`src/design/dmbtb_ram.sv`:
```
// Generic single-write, single-read RAM with a registered read port.
// No dependencies.
`timescale 1ns / 1ps
`default_nettype none

module dmbtb_ram #(
  parameter int unsigned WIDTH = 8,
  parameter int unsigned DEPTH = 16
) (
  input  wire logic                     clk_i,
  input  wire logic                     we_i,
  input  wire logic [$clog2(DEPTH)-1:0] waddr_i,
  input  wire logic [WIDTH-1:0]         wdata_i,
  input  wire logic                     re_i,
  input  wire logic [$clog2(DEPTH)-1:0] raddr_i,
  output logic      [WIDTH-1:0]         rdata_o
);

  logic [WIDTH-1:0] mem [DEPTH];

  // Write port.
  always_ff @(posedge clk_i) begin
    if (we_i) begin
      mem[waddr_i] <= wdata_i;
    end
  end

  // Registered read port.
  always_ff @(posedge clk_i) begin
    if (re_i) begin
      rdata_o <= mem[raddr_i];
    end
  end

endmodule

`default_nettype wire

```
`config.mk`:
```
export PLATFORM = sky130hd
export DESIGN_NAME = dmbtb_ram
export DESIGN_NICKNAME = d
export VERILOG_FILES = /design/src/design/dmbtb_ram.sv
export SDC_FILE = /design/constraint.sdc
export NUM_CORES = 1
export LEC_CHECK = 0
export ABC_AREA = 1
export BUFFER_PORTS_ARGS = -buffer_cell sky130_fd_sc_hd__buf_2
export CAP_MARGIN = 20
export CORE_MARGIN = 4
export CORE_UTILIZATION = 61
export CTS_CLUSTER_SIZE = 14
export DETAILED_ROUTE_END_ITERATION = 10
export PLACE_DENSITY = 0.79
export SLEW_MARGIN = 20
export SYNTH_ARGS = -nofsm -noshare
export SYNTH_HDL_FRONTEND = slang
export SYNTH_SLANG_ARGS = --single-unit
```
`constraint.sdc`:
```
create_clock -name clk_i -period 1.2 [get_ports clk_i]
set_clock_uncertainty 0.05 [all_clocks]
set_input_delay 0.06 -clock clk_i [delete_from_list [all_inputs] [get_ports clk_i]]
set_output_delay 0.06 -clock clk_i [all_outputs]
set_load 0.01 [all_outputs]
```
==> impl.org <==
** Placed design
- Global placer's final weighted congestion :: 0.9343
- Buffers placed on the I/O ports in this run total 26.
- Total cell area at the placement stage :: 0.006220 sq mm
- HPWL Detailed :: 7.889 mm
- Setup slack at placement :: -0.1707 ns

** Global routing
- Global routing consumed, over all layers together, 24.39% of the routing resources.
- Entering global routing, the biggest net connects 51 pins.
- Global-route wire length before repair :: 20.30 mm
- The initial antenna violation count came to 0.
- Total congestion overflow :: 0
- Number of global-route vias before repair :: 3,892

** Drt
- In the routed layout, each cell is associated on average with a via count of 5.366.
- Detailed Route WL :: 13.26 mm
- Once detail routing completed, the nets flagged for antenna violations numbered 0.
- DR WL/cell :: 17.63 microns
- Detailed Route Iter0 Violations :: 432
- Remaining routing DRC violations :: 0
- Vias after detailed routing :: 4,035
- For this run, the detailed router's first-pass iteration total came to 5.

** Timing
- For the pin with the worst max-slew slack, the measured transition is 0.6292 ns.
- Final cycle utilization of the critical path :: 101.3%
- Max-slew violation count :: 0
- Total negative slack :: -0.02037 ns
- Headroom to the max-slew limit came out at 57.99%.
- Derived from the worst setup path, the maximum achievable clock frequency is 823.0 MHz.
- Final critical-path setup slack :: -0.01511 ns
- Final worst path period need :: 1.215 ns
- Final Hold Vio Count :: 0
- Count of final setup violators :: 2
- Setup repair after global routing missed its margin :: true

** Hold path
- In this run the worst hold path is classified as input pin to register.

** Cells and area
- For this run, the post-layout net count is 629.
- The multi-input combinational cells in the finished layout cover a total of 0.001326 sq mm.
- After routing the design area is 0.007025 sq mm.
- Registers take 0.004084 sq mm.
- Number of antenna repair diodes :: 0
- Compared with the post-synthesis result, the final layout area differs by 20.16%.
- Fraction of final layout cells sized beyond drive strength 1 :: 17.98%
- Fill cells in the final layout number 578.

** Job
- Max-cap violations in this run came to 0.

** Critical path
- Of all nets on the critical path, the largest fanout is 1.
- STA puts the critical path data arrival time at 1.44 ns.
- The worst setup path is launched from a register.
- RR Startpoint :: mem[5][0]
- Class of the most critical setup path :: register to register
- In this run the worst setup path begins at mem[5][0].
- Reg2Reg Capture Point :: rdata_o[0]
- For the worst setup path, the data required time is 1.43 ns.
- The critical path ends at rdata_o[0].
- Capturing element type of the critical path :: register
- For flop-to-flop paths, the worst setup slack is -0.02 ns.
- Reg2Reg Depth :: 6

** CTS
- Total clock buffers created by CTS :: 17
- The H-tree was split into 4 levels.
- Once the clock tree was built, the setup fixing pass inserted 0 buffers.
- The tree built by TritonCTS fans out to 136 sinks.
- Number of buffers on the longest clock path :: 2
- Clock-pin slew was measured on the worst setup and hold paths at 0.06 ns.
- TritonCTS built the clock tree.
- Clk_lat worst skew :: 0.52 ns
- The tree is rooted in a clkbuf_8.

** Yosys
- Number of storage elements in the synthesis netlist :: 136
- During synthesis, Yosys emitted a total of 0 warnings.
- Counting every net in the synthesized netlist gives 570.
- Number of cells produced by synthesis :: 551
- Netlist cell types :: 11
- Synthesized area divided by synthesized cell count :: 10.61 sq um
- The synthesized netlist occupies a cell area of 0.005847 sq mm.
- Proportion of synthesized chip area in sequential cells :: 69.85%

** Floorplanning
- In this run the core area contains 35 standard-cell rows.
- Die outline width :: 105.9 microns
- Number of placed I/O pins :: 27
- Once the floorplan was initialized, standard cells occupied 62.98% of the core.
- Die outline height :: 105.9 microns
- Area enclosed by the die boundary :: 0.01122 sq mm
- The core region is 0.009284 sq mm.

** Power and ir drop
- Dividing total power by cell area gives a power density of 1601 mW/mm^2.
- Summed over all cells, the static leakage comes to 0.003054 uW.
- IR analysis of the VDD net gives a maximum drop of 1053 uV.
- Design Power :: 11,240 uW

** Outcome
- The run finished, with violations left.
- The final reports fail on setup timing.
## worst min path at each step
stage / startpoint / end / slack [ns] / depth (start not counted)
5_1_grt: raddr_i[2] / rdata_o[6] / 0.15 / 6
3_5_place_dp: re_i / rdata_o[2] / 0.38 / 1
6_report: we_i / mem[0][0] / 0.11 / 4
3_3_place_gp: re_i / rdata_o[2] / 0.37 / 1
2_1_floorplan: wdata_i[0] / mem[0][0] / 0.11 / 0
4_1_cts: we_i / mem[0][4] / 0.1 / 4
## critical path: stages, from the launching register on
cell	delay, ns
edfxtp_1	0.38
inv_1	0.07
nand2_1	0.06
nand3_1	0.13
nand3_2	0.12
nand3_2	0.11
nand2_2	0.07
## through the flow
| step | utilization (%) | hold WS [ns] | instances |
|---|---|---|---|
| 6_report | 75.67 | 0.1131 | 752 |
| 5_1_grt | 75.67 | 0.1460 | 752 |
| 4_1_cts | 74.68 | 0.09965 | 752 |
| 3_5_place_dp | 66.99 | 0.3777 | 710 |
| 3_3_place_gp | 66.99 | 0.3735 | 710 |
| 2_1_floorplan | - | 0.1089 | 551 |
## cells by family (layout without fill, tap and decap cells)
logic type / Yosys count / after routing / synth area share (%)
buffers and inverters: 126 / 198 / 9.394
AND/OR/NAND/NOR: 289 / 289 / 20.76
flip-flops: 136 / 136 / 69.85
## placed cells by master, fill, tap and decap left out
cell type,instances
inv_6,2
dlygate4sd3_1,10
nand3b_1,2
nor2_1,17
inv_2,4
buf_12,3
buf_4,25
buf_2,26
clkbuf_1,1
bufinv_16,3
edfxtp_1,136
nand3_1,75
inv_1,98
nand2_1,172
nand2_2,1
clkinv_2,2
clkbuf_8,1
nand3_2,22
clkinv_4,4
clkbuf_16,16
clkinvlp_4,3
## per-layer routing
metal  global-route usage (%)  part of all wire, %  wire length (microns)
met4                    9.343                  2.8                    373
met2                    39.44                   50                   6597
met1                    31.97                   39                   5140
met3                    6.436                  8.7                   1150
met5                        0                    0                      0
## power breakdown
part,internal (uW),switching (uW)
clock,3180,1940
sequential,5350,30.7
combinational,243,504
## layout make-up
class,instances,share of cell area [%]
flip-flops and latches,136,58.13
multi-input cells,289,18.88
repair buffers,64,6.803
clock buffers,18,5.948
inverters,102,5.450
clock inverters,14,2.493
well taps,129,2.297
## sequential cells by signal (all words and copies together), names as in the netlist
signal and flops:
mem 128, rdata_o 8
## synthesized netlist by cell type (all sizes together)
master    n  area (sq um)
buf      24         166.4
edfxtp  136          4084
inv     102         382.9
nand2   173         649.4
nand3    97         485.5
nand3b    2         15.01
nor2     17         63.81
## timing repair
| action | in CTS | in global routing |
|---|---|---|
| pin swaps | 0 | 4 |
| resized for setup | 4 | 21 |
| hold buffers | 10 | 0 |
| endpoints found under the setup margin | 4 | 10 |
| endpoints found under the hold margin | 139 | 0 |
No activity file was read; power rests on OpenSTA's default activity.
